===== src/rtl/rcfd_pkg.sv =====
// shared constants, types and functions of the frame decoder
`timescale 1ns / 1ps
package rcfd_pkg;

  localparam int DATA_BYTES      = 16;
  localparam int POS_W           = 6;
  localparam int FRAME_BYTES_DEF = 18;
  localparam int CH_W            = 11;
  localparam int NUM_CH          = 4;
  localparam int ADDR_W          = 4;

  localparam logic [1:0] REG_RANGE    = 2'd0;
  localparam logic [1:0] REG_DEADBAND = 2'd1;
  localparam logic [1:0] REG_CLAMP    = 2'd2;

  localparam logic [CH_W-1:0] RANGE_RST    = 11'd660;
  localparam logic [CH_W-1:0] DEADBAND_RST = 11'd6;
  localparam logic [CH_W-1:0] CLAMP_RST    = 11'd650;

  typedef struct packed {
    logic [CH_W-1:0] range_limit;
    logic [CH_W-1:0] deadband;
    logic [CH_W-1:0] clamp_limit;
  } cfg_t;

  // raw 11-bit code minus 1024
  function automatic logic signed [CH_W-1:0] ch_value(input logic [CH_W-1:0] raw);
    ch_value = $signed({~raw[CH_W-1], raw[CH_W-2:0]});
  endfunction

  // magnitude of a channel, 1024 fits as unsigned
  function automatic logic [CH_W-1:0] mag_of(input logic signed [CH_W-1:0] v);
    mag_of = v[CH_W-1] ? (~v + 1'b1) : v;
  endfunction

endpackage


===== src/rtl/rcfd_cell.sv =====
// one byte cell of the frame shift chain
`timescale 1ns / 1ps
module rcfd_cell (
  input  logic       clk,
  input  logic       shift,
  input  logic [7:0] din,
  output logic [7:0] dout
);

  always_ff @(posedge clk) begin
    if (shift) begin
      dout <= din;
    end
  end

endmodule


===== src/rtl/rcfd_chan.sv =====
// range check, deadband and clamp of one stick channel
`timescale 1ns / 1ps
module rcfd_chan (
  input  logic signed [rcfd_pkg::CH_W-1:0] ch,
  input  logic        [rcfd_pkg::CH_W-1:0] mag,
  input  rcfd_pkg::cfg_t                   cfg,
  output logic signed [rcfd_pkg::CH_W-1:0] shaped,
  output logic                             over
);

  always_comb begin
    over = (mag > cfg.range_limit);
    if (mag <= cfg.deadband) begin
      shaped = '0;
    end else if (mag > cfg.clamp_limit) begin
      shaped = ch[rcfd_pkg::CH_W-1] ? $signed(~cfg.clamp_limit + 1'b1)
                                    : $signed(cfg.clamp_limit);
    end else begin
      shaped = ch;
    end
  end

endmodule


===== src/rtl/rc_receiver_frame_decoder.sv =====
// top level of the receiver frame decoder
//
//  port group | direction | handshake          | payload
//  input      | in        | in_valid/in_stall  | rx_byte, frame_start
//  output     | out       | out_valid/out_stall| sticks, switches, mouse, buttons, keys
//  config     | in/out    | psel/penable       | paddr, pwdata, prdata
//
// one byte a cycle enters the 16-cell shift chain unless in_stall holds it; bytes past 16 are counted only
// a frame with both switch fields nonzero leaves through the decode register, then the shaping output register
// in_stall rises only while a decoded frame waits behind a stalled output beat
// synchronous reset clears position, valid flags and registers to defaults
`timescale 1ns / 1ps
module rc_receiver_frame_decoder #(
  parameter int FRAME_BYTES = rcfd_pkg::FRAME_BYTES_DEF
) (
  input  logic                               clk,
  input  logic                               rst,
  input  logic                               in_valid,
  output logic                               in_stall,
  input  logic [7:0]                         rx_byte,
  input  logic                               frame_start,
  output logic                               out_valid,
  input  logic                               out_stall,
  output logic signed [rcfd_pkg::CH_W-1:0]   stick_a,
  output logic signed [rcfd_pkg::CH_W-1:0]   stick_b,
  output logic signed [rcfd_pkg::CH_W-1:0]   stick_c,
  output logic signed [rcfd_pkg::CH_W-1:0]   stick_d,
  output logic [1:0]                         switch_left,
  output logic [1:0]                         switch_right,
  output logic signed [15:0]                 mouse_dx,
  output logic signed [15:0]                 mouse_dy,
  output logic signed [15:0]                 mouse_dz,
  output logic [7:0]                         button_left,
  output logic [7:0]                         button_right,
  output logic [15:0]                        key_mask,
  input  logic                               psel,
  input  logic                               penable,
  input  logic                               pwrite,
  input  logic [rcfd_pkg::ADDR_W-1:0]        paddr,
  input  logic [31:0]                        pwdata,
  output logic [31:0]                        prdata,
  output logic                               pready
);

  localparam int NB = rcfd_pkg::DATA_BYTES;
  localparam int CW = rcfd_pkg::CH_W;
  localparam int NC = rcfd_pkg::NUM_CH;
  localparam logic [rcfd_pkg::POS_W-1:0] LAST_POS = rcfd_pkg::POS_W'(FRAME_BYTES - 1);

  // configuration
  rcfd_pkg::cfg_t cfg;
  logic [1:0]     reg_idx;

  assign pready  = 1'b1;
  assign reg_idx = paddr[rcfd_pkg::ADDR_W-1:2];

  always_ff @(posedge clk) begin
    if (rst) begin
      cfg.range_limit <= rcfd_pkg::RANGE_RST;
      cfg.deadband    <= rcfd_pkg::DEADBAND_RST;
      cfg.clamp_limit <= rcfd_pkg::CLAMP_RST;
    end else if (psel && penable && pwrite) begin
      case (reg_idx)
        rcfd_pkg::REG_RANGE:    cfg.range_limit <= pwdata[CW-1:0];
        rcfd_pkg::REG_DEADBAND: cfg.deadband    <= pwdata[CW-1:0];
        rcfd_pkg::REG_CLAMP:    cfg.clamp_limit <= pwdata[CW-1:0];
        default: ;
      endcase
    end
  end

  always_comb begin
    case (reg_idx)
      rcfd_pkg::REG_RANGE:    prdata = {21'd0, cfg.range_limit};
      rcfd_pkg::REG_DEADBAND: prdata = {21'd0, cfg.deadband};
      rcfd_pkg::REG_CLAMP:    prdata = {21'd0, cfg.clamp_limit};
      default:                prdata = '0;
    endcase
  end

  // byte position and shift chain
  logic [rcfd_pkg::POS_W-1:0] pos;
  logic [rcfd_pkg::POS_W-1:0] pos_eff;
  logic                       in_acc;
  logic                       shift_en;
  logic                       frame_end;
  logic [7:0]                 cell_q [NB];
  logic [7:0]                 frm    [NB];

  assign in_acc    = in_valid && !in_stall;
  assign pos_eff   = frame_start ? '0 : pos;
  assign shift_en  = in_acc && (pos_eff < rcfd_pkg::POS_W'(NB));
  assign frame_end = in_acc && (pos_eff == LAST_POS);

  always_ff @(posedge clk) begin
    if (rst) begin
      pos <= '0;
    end else if (in_acc) begin
      pos <= (pos_eff == LAST_POS) ? '0 : pos_eff + 1'b1;
    end
  end

  genvar gi;
  generate
    for (gi = 0; gi < NB; gi++) begin : g_cell
      if (gi == 0) begin : g_head
        rcfd_cell u_cell (.clk(clk), .shift(shift_en), .din(rx_byte), .dout(cell_q[gi]));
      end else begin : g_body
        rcfd_cell u_cell (.clk(clk), .shift(shift_en), .din(cell_q[gi-1]), .dout(cell_q[gi]));
      end
    end
  endgenerate

  // frame byte k sits in cell 15-k, or one cell nearer the head when shifting now
  generate
    for (gi = 0; gi < NB; gi++) begin : g_frm
      if (gi == NB-1) begin : g_last
        assign frm[gi] = shift_en ? rx_byte : cell_q[0];
      end else begin : g_rest
        assign frm[gi] = shift_en ? cell_q[NB-2-gi] : cell_q[NB-1-gi];
      end
    end
  endgenerate

  // decode stage
  logic                 a_valid;
  logic signed [CW-1:0] a_ch  [NC];
  logic [CW-1:0]        a_mag [NC];
  logic [1:0]           a_swl;
  logic [1:0]           a_swr;
  logic [15:0]          a_dx, a_dy, a_dz, a_keys;
  logic [7:0]           a_btl, a_btr;
  logic signed [CW-1:0] d_ch  [NC];
  logic [1:0]           d_swl, d_swr;
  logic                 a_load;
  logic                 a_move;
  logic                 b_free;

  assign d_swl = frm[5][7:6];
  assign d_swr = frm[5][5:4];
  assign d_ch[0] = rcfd_pkg::ch_value({frm[1][2:0], frm[0]});
  assign d_ch[1] = rcfd_pkg::ch_value({frm[2][5:0], frm[1][7:3]});
  assign d_ch[2] = rcfd_pkg::ch_value({frm[4][0], frm[3], frm[2][7:6]});
  assign d_ch[3] = rcfd_pkg::ch_value({frm[5][3:0], frm[4][7:1]});

  assign a_load   = frame_end && (d_swl != 2'd0) && (d_swr != 2'd0);
  assign b_free   = !out_valid || !out_stall;
  assign a_move   = a_valid && b_free;
  assign in_stall = a_valid && !b_free;

  always_ff @(posedge clk) begin
    if (rst) begin
      a_valid <= 1'b0;
    end else if (a_load) begin
      a_valid <= 1'b1;
    end else if (a_move) begin
      a_valid <= 1'b0;
    end
  end

  always_ff @(posedge clk) begin
    if (a_load) begin
      for (int c = 0; c < NC; c++) begin
        a_ch[c]  <= d_ch[c];
        a_mag[c] <= rcfd_pkg::mag_of(d_ch[c]);
      end
      a_swl  <= d_swl;
      a_swr  <= d_swr;
      a_dx   <= {frm[7], frm[6]};
      a_dy   <= {frm[9], frm[8]};
      a_dz   <= {frm[11], frm[10]};
      a_btl  <= frm[12];
      a_btr  <= frm[13];
      a_keys <= {frm[15], frm[14]};
    end
  end

  // shaping stage into the output register
  logic signed [CW-1:0] shaped [NC];
  logic [NC-1:0]        over;
  logic                 any_over;

  generate
    for (gi = 0; gi < NC; gi++) begin : g_chan
      rcfd_chan u_chan (
        .ch(a_ch[gi]), .mag(a_mag[gi]), .cfg(cfg),
        .shaped(shaped[gi]), .over(over[gi])
      );
    end
  endgenerate

  assign any_over = |over;

  always_ff @(posedge clk) begin
    if (rst) begin
      out_valid <= 1'b0;
    end else if (b_free) begin
      out_valid <= a_valid;
    end
  end

  always_ff @(posedge clk) begin
    if (a_move) begin
      stick_a      <= any_over ? '0 : shaped[0];
      stick_b      <= any_over ? '0 : shaped[1];
      stick_c      <= any_over ? '0 : shaped[2];
      stick_d      <= any_over ? '0 : shaped[3];
      switch_left  <= any_over ? 2'd0 : a_swl;
      switch_right <= any_over ? 2'd0 : a_swr;
      mouse_dx     <= a_dx;
      mouse_dy     <= a_dy;
      mouse_dz     <= a_dz;
      button_left  <= a_btl;
      button_right <= a_btr;
      key_mask     <= a_keys;
    end
  end

endmodule


===== config.mk =====
export PLATFORM = sky130hd
export DESIGN_NAME = rc_receiver_frame_decoder
export DESIGN_NICKNAME = d
export VERILOG_FILES = /design/src/rtl/rcfd_pkg.sv /design/src/rtl/rcfd_cell.sv /design/src/rtl/rcfd_chan.sv /design/src/rtl/rc_receiver_frame_decoder.sv
export SDC_FILE = /design/constraint.sdc
export NUM_CORES = 1
export LEC_CHECK = 0
export BUFFER_PORTS_ARGS = -buffer_cell sky130_fd_sc_hd__buf_2
export CAP_MARGIN = 20
export CORE_ASPECT_RATIO = 1.4
export CORE_MARGIN = 2
export CORE_UTILIZATION = 29
export CTS_BUF_LIST = sky130_fd_sc_hd__clkbuf_8
export CTS_CLUSTER_SIZE = 24
export DETAILED_ROUTE_END_ITERATION = 8
export GPL_ROUTABILITY_DRIVEN = 0
export GPL_TIMING_DRIVEN = 0
export PLACE_DENSITY = 0.53
export REMOVE_ABC_BUFFERS = 1
export SYNTH_ARGS = -nofsm -noshare
export SYNTH_HDL_FRONTEND = slang
export SYNTH_HIERARCHICAL = 1
export SYNTH_SLANG_ARGS = --single-unit

===== constraint.sdc =====
create_clock -name clk -period 44.1 [get_ports clk]
set_clock_uncertainty 0.05 [all_clocks]
set_input_delay 13.23 -clock clk [delete_from_list [all_inputs] [get_ports clk]]
set_output_delay 13.23 -clock clk [all_outputs]
set_load 0.02 [all_outputs]

### Word-level counts from Yosys, hierarchy flattened

Memory sizes are Yosys's and may differ from the RTL's.
Index checks and enable logic that the tools add are counted.

| storage, ports and cells | value |
|---|---|
| flip-flop bits (word level) | 381 |
| bits in writable memories | 88 |
| input bits | 52 |
| output and inout bits | 163 |
| logic and storage cells | 136 |
| memories | 2 |

| operators by class | value |
|---|---|
| add/sub/neg operators | 6 |
| $lt $le $gt $ge | 13 |
| equal/unequal tests | 3 |
| mux-type cells | 35 |
| bitwise operators | 9 |
| reduce and logical (&&, ||, !) cells | 26 |

Memories:

| name | depth | width | read ports | clocked after Yosys merged registers in | write ports | line | text |
|---|---|---|---|---|---|---|---|
| a_ch | 4 | 11 | 4 | 0 | 4 | rc_receiver_frame_decoder.sv:127 | `logic signed [CW-1:0] a_ch [NC];` |
| a_mag | 4 | 11 | 4 | 0 | 4 | rc_receiver_frame_decoder.sv:128 | `logic [CW-1:0] a_mag [NC];` |

Operators by type and width:

| cell | number |
|---|---|
| $mux 11 | 12 |
| $mux 8 | 16 |
| $gt 11x11->1 | 8 |
| $add 11x1->11 const B | 5 |
| $not 11->11 | 5 |
| $le 11x11->1 | 4 |
| $pmux 11 s3 | 1 |
| $reduce_or 5->1 | 4 |
| $mux 6 | 2 |
| $logic_and 1x1->1 | 9 |
| $add 6x1->6 const B | 1 |
| $eq 6x5->1 const B | 1 |
| $lt 6x5->1 const B | 1 |
| $reduce_and 2->1 | 3 |
| $reduce_bool 2->1 | 3 |
| $logic_not 1->1 | 4 |
| $mux 1 | 4 |
| $not 1->1 | 4 |
| $reduce_or 4->1 | 1 |
| $eq 2x1->1 const B | 1 |
| $eq 2x2->1 const B | 1 |
| $logic_not 2->1 | 1 |
| $logic_or 1x1->1 | 1 |

### Depth between registers and ports, before layout

Gate-level depths: netlist (run 1).

| logic depth | value |
|---|---|
| word-level depth | 13 |
| gate-level depth with buffers | 15 |
| mapped depth without buffers | 12 |

### Hierarchy

The synthesis (run 1) kept the hierarchy.

By module, submodules not included:

| module | times used | cells each | area each (um2) | sequential area each (um2) |
|---|---|---|---|---|
| rc_receiver_frame_decoder | 1 | 1262 | 14356.3 | 9709.3 |
| rcfd_chan at g_chan[0].u_chan ... | 3 | 185 | 1310.0 | 0.0 |
| rcfd_cell | 16 | 8 | 240.2 | 240.2 |
| rcfd_chan at g_chan[3].u_chan | 1 | 172 | 1253.7 | 0.0 |

### Worst setup path before layout (run 1)

No wires, ideal clock.

| path | value |
|---|---|
| path type | input to output |
| start | input paddr[2] (netlist bit) |
| end | output prdata[0] |
| arrival time | 14377 ps |
| data required time | 30820 ps |
| path slack | 16443 ps |
| cell stages on the path | 4 |
| buffers on the path | 2 |
| path through | clkbuf_1 > buf_2 > mux2i_1 > o21ai_0 |

| on the way | value |
|---|---|
| longest elaborated chain between the ends | 2 |
| elaborated cells on any way between the ends | 4 |
| those cells by class | 2 x eq/ne; 1 x mux; 1 x reduce/logical |

Ends and longest elaborated chain:

| item | line | text |
|---|---|---|
| start: declaration | rc_receiver_frame_decoder.sv:39 | `input logic [rcfd_pkg::ADDR_W-1:0] paddr,` |
| $eq 2x2->1, or another cell as far along | rc_receiver_frame_decoder.sv:73 | `case (reg_idx)` |
| $pmux 11 s3 (*) | rc_receiver_frame_decoder.sv:73 |  |
| end: declaration | rc_receiver_frame_decoder.sv:41 | `output logic [31:0] prdata,` |

Mark *: on every way between the ends. The rest lies on a longest branch, timed or not.

### Worst setup path in the final report (run 1)

| path | value |
|---|---|
| start | input paddr[2] (netlist bit) |
| end | output prdata[9] |

The elaborated chain is that of the path after synthesis.

==> summary.md, run 1 <==
| Metric | Value |
|---|---|
| Status | finished clean |
| Slew HR | 23.1% |
| RSZ-0062 raised after global routing | no |
| Critical path startpoint category | input pin |
| Cell Area, Synth | ~23000 sq um |
| Endpoints failing setup | 0 |
| DR WL/cell | around 18 um |
| Starting Density | 29.2% |
| Overall Power | 0.939 mW |
| Top post-synthesis cells by area | edfxtp_1 (54%), ha_1 (7.6%), nand2_1 (7.2%) |
| CTS H-Tree Depth | 3 |
| Footprint of the multi-input gates | 8690 sq um |
| Period minus WS final | 27.84 ns |
| Fin nets | ~2500 |
| Syn avg cell area | between 10 and 15 sq um |
| Sequential fraction of the synthesis area | around 58% |
| Chip Height | 340 um |
| HP Class | flop to flop |
| CP Capture Type | output port |
| Worst r2r dst | a_mag[1][8] |
| YS warnings | 6 |
| Gate Count Post-Synth | around 2100 |
| Crit Path Class | input pin to output port |
| Vias | approximately 17000 |
| Clock transition time at the flip-flop clock pins of the worst setup and hold paths | roughly 0.060 ns |
| Final Hold Fails | 0 |
| Initial antenna violation count | 5 |
| Share of the synthesized area in the top cell type | a little over half |
| Clock Latency Late Sink | just over 0.7 ns |
| Hold path endpoint | mouse_dz[7] |
| TritonCTS Buffers | 80 |
| Final core utilization | about a third |
| Reg2reg start | pos[5] |
| Grt total ovfl | 0 |
| R2R depth | 13 |
| Crit path DAT | approximately 15 ns |
| Least-Margin Pin Slew | 1.15 ns |
| CTS root buf | clkbuf_8 |
| TritonRoute pass-1 iters | 5 |
| CTS resizes | 0 |
| Critical path fanouts, max | 27 |
| Final cycle utilization of the critical path | 63.1% |
| Number of synthesized flops with an enable pin | approximately 420 |
| CP required | 30.82 ns |
| Peak VDD IR | roughly 0.000025 V |
| Setup tns final | 0 ns |
| Setup Buffers After CTS | 0 |
| Count leader, synth | nand2_1 |
| IO Pins | around 220 |
| R2R Setup Slk | 39.70 ns |
| Dpl hpwl | roughly 44000 um |
| First-pass GRT wire length | approximately 97000 um |
| Filler cells | approximately 8000 |
| Hold Path Origin | a_dz[7] |
| Core area | ~80000 sq um |
| Primary FF master, synth | edfxtp_1 |
| Final WL | about 63000 um |
| Post-CTS Hold Fix Bufs | 0 |
| Fmax | 0.0359 GHz |
| Max-Cap Viols | 0 |
| Synth top cells by count | nand2_1 (449), edfxtp_1 (424), inv_1 (153) |
| Leak | roughly 10 nW |
| Vias in the first global route | roughly 17000 |
| DRC marker count from the first detailed-route iteration | 1038 |
| Final Slew Violations | 0 |
| Layout area overhead | 15.5% |
| CTS tree | built |
| Port bufs | 169 |
| Power per cell area | 34.8 nW/um^2 |
| Vias per cell | between 4 and 5 |
| Synth unique cells | 75 |
| Die area | slightly above 80000 sq um |
| Leading area contributor after synthesis | edfxtp_1 |
| Post-synth ARST share | 0% |
| GRT Util Overall | between 15 and 20% |
| Clock sinks | between 400 and 500 |
| Clock buffer depth | 3 |
| # DRC | 0 |
| FF+latch count, synth | 465 |
| Die width | 244 um |
| Row cnt | approximately 120 |
| Largest net degree at the start of global routing | 142 |
| Layout cells sized above 1 | around 14% |
| ANT nets after route | 0 |
| Worst hold stages | 0 |
| Reg area | ~14000 sq um |
==> critical path, cell delays in order <==
cell     delay (ns)
buf_2          0.29
nor2b_1        0.62
nand2_1        0.10
o21ai_0        0.12
buf_2          0.20
==> state kept, by name, summed over array words and instances, names as in the netlist, 11 cells and up <==
signal / cells
g_cell.g_body.u_cell/dout: 120
mouse_dz: 16
a_dz: 16
a_dx: 16
a_keys: 16
stick_a: 11
stick_c: 11
a_mag: 40
cfg: 33
stick_d: 11
stick_b: 11
a_dy: 16
mouse_dx: 16
key_mask: 16
a_ch: 44
mouse_dy: 16
==> cells in the final DEF, fill, tap and decap left out, types with 47 or more instances in the layout <==
master and count:
a21oi_1 121, and2_1 49, buf_2 170, clkbuf_8 84, edfxtp_1 424, ha_1 142
inv_1 179, nand2_1 449, nor2_1 106, nor3_1 51, o21ai_0 47, xnor2_1 48
==> stage by stage <==
| stage | area (sq um) | hold WS [ns] | setup WS (ns) | std cells |
|---|---|---|---|---|
| final | 27000 | 0.342 | 16.26 | 3423 |
| after global routing | 27000 | 0.337 | 16.11 | 3423 |
| after CTS | 26900 | 0.333 | 16.25 | 3414 |
| after detailed placement | 25400 | 0.355 | 16.25 | 3270 |
| after global placement | 25000 | 0.353 | 14.38 | 3251 |
| after floorplan | 22800 | 0.350 | 16.79 | 2020 |
==> per-layer routing <==
layer / up-vias / global-route usage (%) / part of all wire, %
li1: 7901 / - / -
met1: 7949 / 16.7 / 38
met2: 584 / 26.3 / 50
met3: 166 / 4.17 / 7.2
met4: 6 / 7.72 / 4.4
met5: - / 0 / 0.067
==> how the worst max path moves through the flow <==
stage	cells after the start	to	slack (ns)	startpoint
finish	5	prdata[9]	16.26	paddr[2]
CTS	5	prdata[0]	16.25	paddr[2]
detailed placement	5	prdata[0]	16.25	paddr[2]
floorplan	3	prdata[6]	16.79	paddr[3]
global route	5	prdata[8]	16.11	paddr[2]
global placement	2	stick_c[10]	14.38	out_stall
==> report_power, final <==
part	total, mW	internal [mW]	switching [mW]
logic	0.0483	0.0171	0.0312
clock network	0.390	0.198	0.192
registers	0.501	0.490	0.0112
==> logic make-up after synthesis <==
logic type               Yosys count  synth area share [%]
other                              2                0.0321
XOR/XNOR                          75                  2.81
AND/OR/NAND/NOR                  835                  16.7
buffers and inverters            271                  5.29
multiplexers                      25                  1.12
adder cells (fa/ha/maj)          142                  7.60
flip-flops                       465                  58.0
AO/OA/AOI/OAI                    302                  8.52
==> layout make-up <==
class	count	area share, %
Multi-Input combinational cell	1401	32.2
Inverter	154	2.17
Tap cell	1062	4.92
Timing Repair Buffer	195	4.74
Sequential cell	465	50.2
Clock buffer	84	4.28
Antenna cell	2	0.0185
Clock inverter	60	1.48
No activity file was read; power rests on OpenSTA's default activity.
==> run 2, diff against run 1 <==
ABC_AREA = 1   (was not set)
clock period = 28.4 ns   (was 44.1 ns; I/O delays follow)
==> summary.md, run 2 <==
| Metric | Value |
|---|---|
| TritonRoute pass-1 iters | 5 (unchanged) |
| Gate Count Post-Synth | 2483 (+17%) |
| Least-Margin Pin Slew | 1.18 ns (+0.0247 ns) |
| Synth unique cells | 38 (-49%) |
| Row cnt | 124 (+0.81%) |
| Fin nets | 2874 (+15%) |
| Vias in the first global route | 15900 (-5.0%) |
| Mux contribution to synthesized area | 0% (-1.1 points) |
| Fmax | ~0.055 GHz |
| RSZ-0062 raised after global routing | no |
| Final Hold Fails | 0 (unchanged) |
| CP Capture Type | output port |
| Leak | 12.2 nW (+17%) |
| Top post-synthesis cells by area | edfxtp_1 (54%), nand2_1 (10%), ha_1 (7.5%) |
| Max reg flops | 120 (unchanged) |
| Count leader, synth | nand2_1 |
| ANT nets after route | 0 (unchanged) |
| Chip Height | 343 um (+0.85%) |
| Clock Latency Late Sink | 0.70 ns (about the same) |
| Critical path fanouts, max | 12 (-56%) |
| Port bufs | 169 (unchanged) |
| Seq pwr share | 52.4% (-0.9 points) |
| TritonCTS Buffers | 80 (unchanged) |
| Clock transition time at the flip-flop clock pins of the worst setup and hold paths | 0.06 ns (about the same) |
| Switching pwr | 0.367 mW (+56%) |
| Largest net degree at the start of global routing | 128 (-9.9%) |
| Initial antenna violation count | 3 (-2) |
| Final cycle utilization of the critical path | around 64% |
| Clock sinks | 465 (unchanged) |
| CTS H-Tree Depth | 3 (unchanged) |
| Sw frac | 24.9% (-0.055 points) |
| CTS resizes | 0 (unchanged) |
| Layout area overhead | 15.1% |
| P_int | 1.11 mW (+57%) |
| Starting Density | 29.2% (+0.037 points) |
| Die width | 246 um (+0.84%) |
| IO Pins | 215 (unchanged) |
| DR WL/cell | 15.5 um (-16%) |
| Post-synthesis xor/xnor area fraction | 1.36% (-1.4 points) |
| CP required | 19.83 ns (-10.99 ns) |
| Peak VDD IR | 0.0000407 V (+65%) |
| First-pass GRT wire length | 89600 um (-7.9%) |
| Period minus WS final | ~18 ns |
| Clock buffer depth | 3 (unchanged) |
| CTS tree | built |
| Setup tns final | 0 ns (unchanged) |
| Reg with most FFs | g_cell.g_body.u_cell/dout |
| Layout cells sized above 1 | 13.7% (-0.50 points) |
| Core area | 81500 sq um (+1.6%) |
| DRC marker count from the first detailed-route iteration | 723 (-30%) |
| Post-synth ARST share | 0% (unchanged) |
| Gate power share | 5.9% (+0.8 points) |
| YS warnings | 6 (unchanged) |
| Endpoints failing setup | 0 (unchanged) |
| Post-synthesis adder-cell area fraction | 7.47% (-0.13 points) |
| Largest family of logic cells by synthesized area | simple AND/OR/NAND/NOR gates |
| GRT Util Overall | 14.0% (-1.1 points) |
| Sequential fraction of the synthesis area | 57.0% (-0.98 points) |
| Final WL | 59200 um (-6.1%) |
| # DRC | 0 (unchanged) |
| Design area | 27400 sq um (+1.4%) |
| Post-Synth Simple-Gate Area | 19.4% (+2.7 points) |
| Post-CTS Hold Fix Bufs | 0 (unchanged) |
| Status | finished clean |
| Leading area contributor after synthesis | edfxtp_1 |
| Max-Cap Viols | 0 (unchanged) |
| Cell Area, Synth | 23800 sq um (+1.7%) |
| Biggest regs | g_cell.g_body.u_cell/dout (120), a_ch (44), a_mag (40) |
| Synth Area in Compound Gates | 5.59% (-2.9 points) |
| Most frequent cells in the layout | nand2_1 (635), inv_1 (449), edfxtp_1 (424), nor2_1 (237), buf_2 (169) |
| Worst slack at placement | 10.19 ns (-6.06 ns) |
| Final core utilization | 33.6% (-0.067 points) |
| Power per cell area | 53.8 nW/um^2 (+55%) |
| Number of synthesized flops with an enable pin | 424 (unchanged) |
| Setup Buffers After CTS | 0 (unchanged) |
| HP Class | flop to flop |
| Overall Power | 1.47 mW (+57%) |
| CTS root buf | clkbuf_8 |
| Post-DP Area | 25800 sq um (+1.7%) |
| Synth top cells by count | nand2_1 (635), inv_1 (431), edfxtp_1 (424) |
| Critical path startpoint category | input pin |
| Syn avg cell area | 9.58 sq um (-13%) |
| Most common cell after layout, fill and taps aside | nand2_1 |
| Grt total ovfl | 0 (unchanged) |
| Placed Cells incl. Taps | 3669 (+12%) |
| FF+latch count, synth | 465 (unchanged) |
| Clock Power Share | 41.7% (+0.2 points) |
| Final cell count without fillers | 3811 (+11%) |
| Hold slack | 0.338 ns (-0.00404 ns) |
| Crit path DAT | 9.69 ns (-4.87 ns) |
| Vias | 16300 (-1.7%) |
| Crit Path Class | input pin to output port |
| Vias per cell | 4.28 (-12%) |
| Fin worst setup slack | 10.14 ns (-6.11 ns) |
| Die area | 84400 sq um (+1.7%) |
| Share of the synthesized area in the top cell type | 53.5% (-0.92 points) |
| Primary FF master, synth | edfxtp_1 |
| Final Slew Violations | 0 (unchanged) |
| Slew HR | 21.5% (-1.6 points) |
| Dpl hpwl | 41700 um (-4.1%) |
[run 2: cell count changes after synthesis, sizes merged, moves of 21 or more]
cell | before | now
nand3 | 34 | 129
a211oi | 21 | 0
mux2i | 21 | 0
xnor2 | 48 | 0
nor3 | 52 | 6
and2 | 49 | 8
nor4 | 42 | 5
nand2 | 449 | 663
a21oi | 121 | 62
nor2 | 106 | 249
inv | 154 | 436
o21ai | 47 | 164
[run 2: path summary, 6_finish.rpt]
check	from	to	slack, ns	depth (start not counted)
max reg2reg	pos[5]	a_ch[0][8]	23.56	10
min reg2reg	a_keys[6]	key_mask[6]	0.34	0
max	paddr[2]	prdata[0]	10.14	6
min	a_keys[6]	key_mask[6]	0.34	0
[run 2: area by class of cell]
class                      count  area, sq um
fill                        8510        54100
sequential                   465        13600
multi-input combinational   1516         8140
inverter                     436         1650
tap                         1071         1340
clock buffer                  82         1130
timing repair buffer         181         1120
clock inverter                59          439
antenna                        1         2.50
[run 2: kinds of logic (layout without fill, tap and decap cells)]
logic type / Yosys count / in the layout
simple gates: 1079 / 1079
buf+inv: 522 / 758
compound gates: 236 / 236
flops: 465 / 465
fa+ha+maj: 142 / 142
xor+xnor: 37 / 37
other cells: 2 / 23
[run 2: worst max-delay path, cell delays in order]
cell     delay [ns]
buf_2          0.09
inv_1          0.04
nor2_1         0.57
nand2_1        0.11
nand3_1        0.16
buf_2          0.18
[run 2: power by group through the flow]
stage	Sequential, mW	Combinational, mW	Clock (mW)
after floorplan	0.781	0.0632	0
after global placement	0.788	0.0867	0
after detailed placement	0.787	0.0878	0
after CTS	0.772	0.0882	0.641
after global routing	0.773	0.100	0.663
final	0.772	0.0865	0.614
[run 2: per-layer routing]
metal	track usage [%]	vias up	part of all wire [%]
li1	-	8380	-
met1	15.6	7459	40
met2	24.7	368	50
met3	3.94	117	6.7
met4	6.50	4	3.7
met5	0	-	0.046
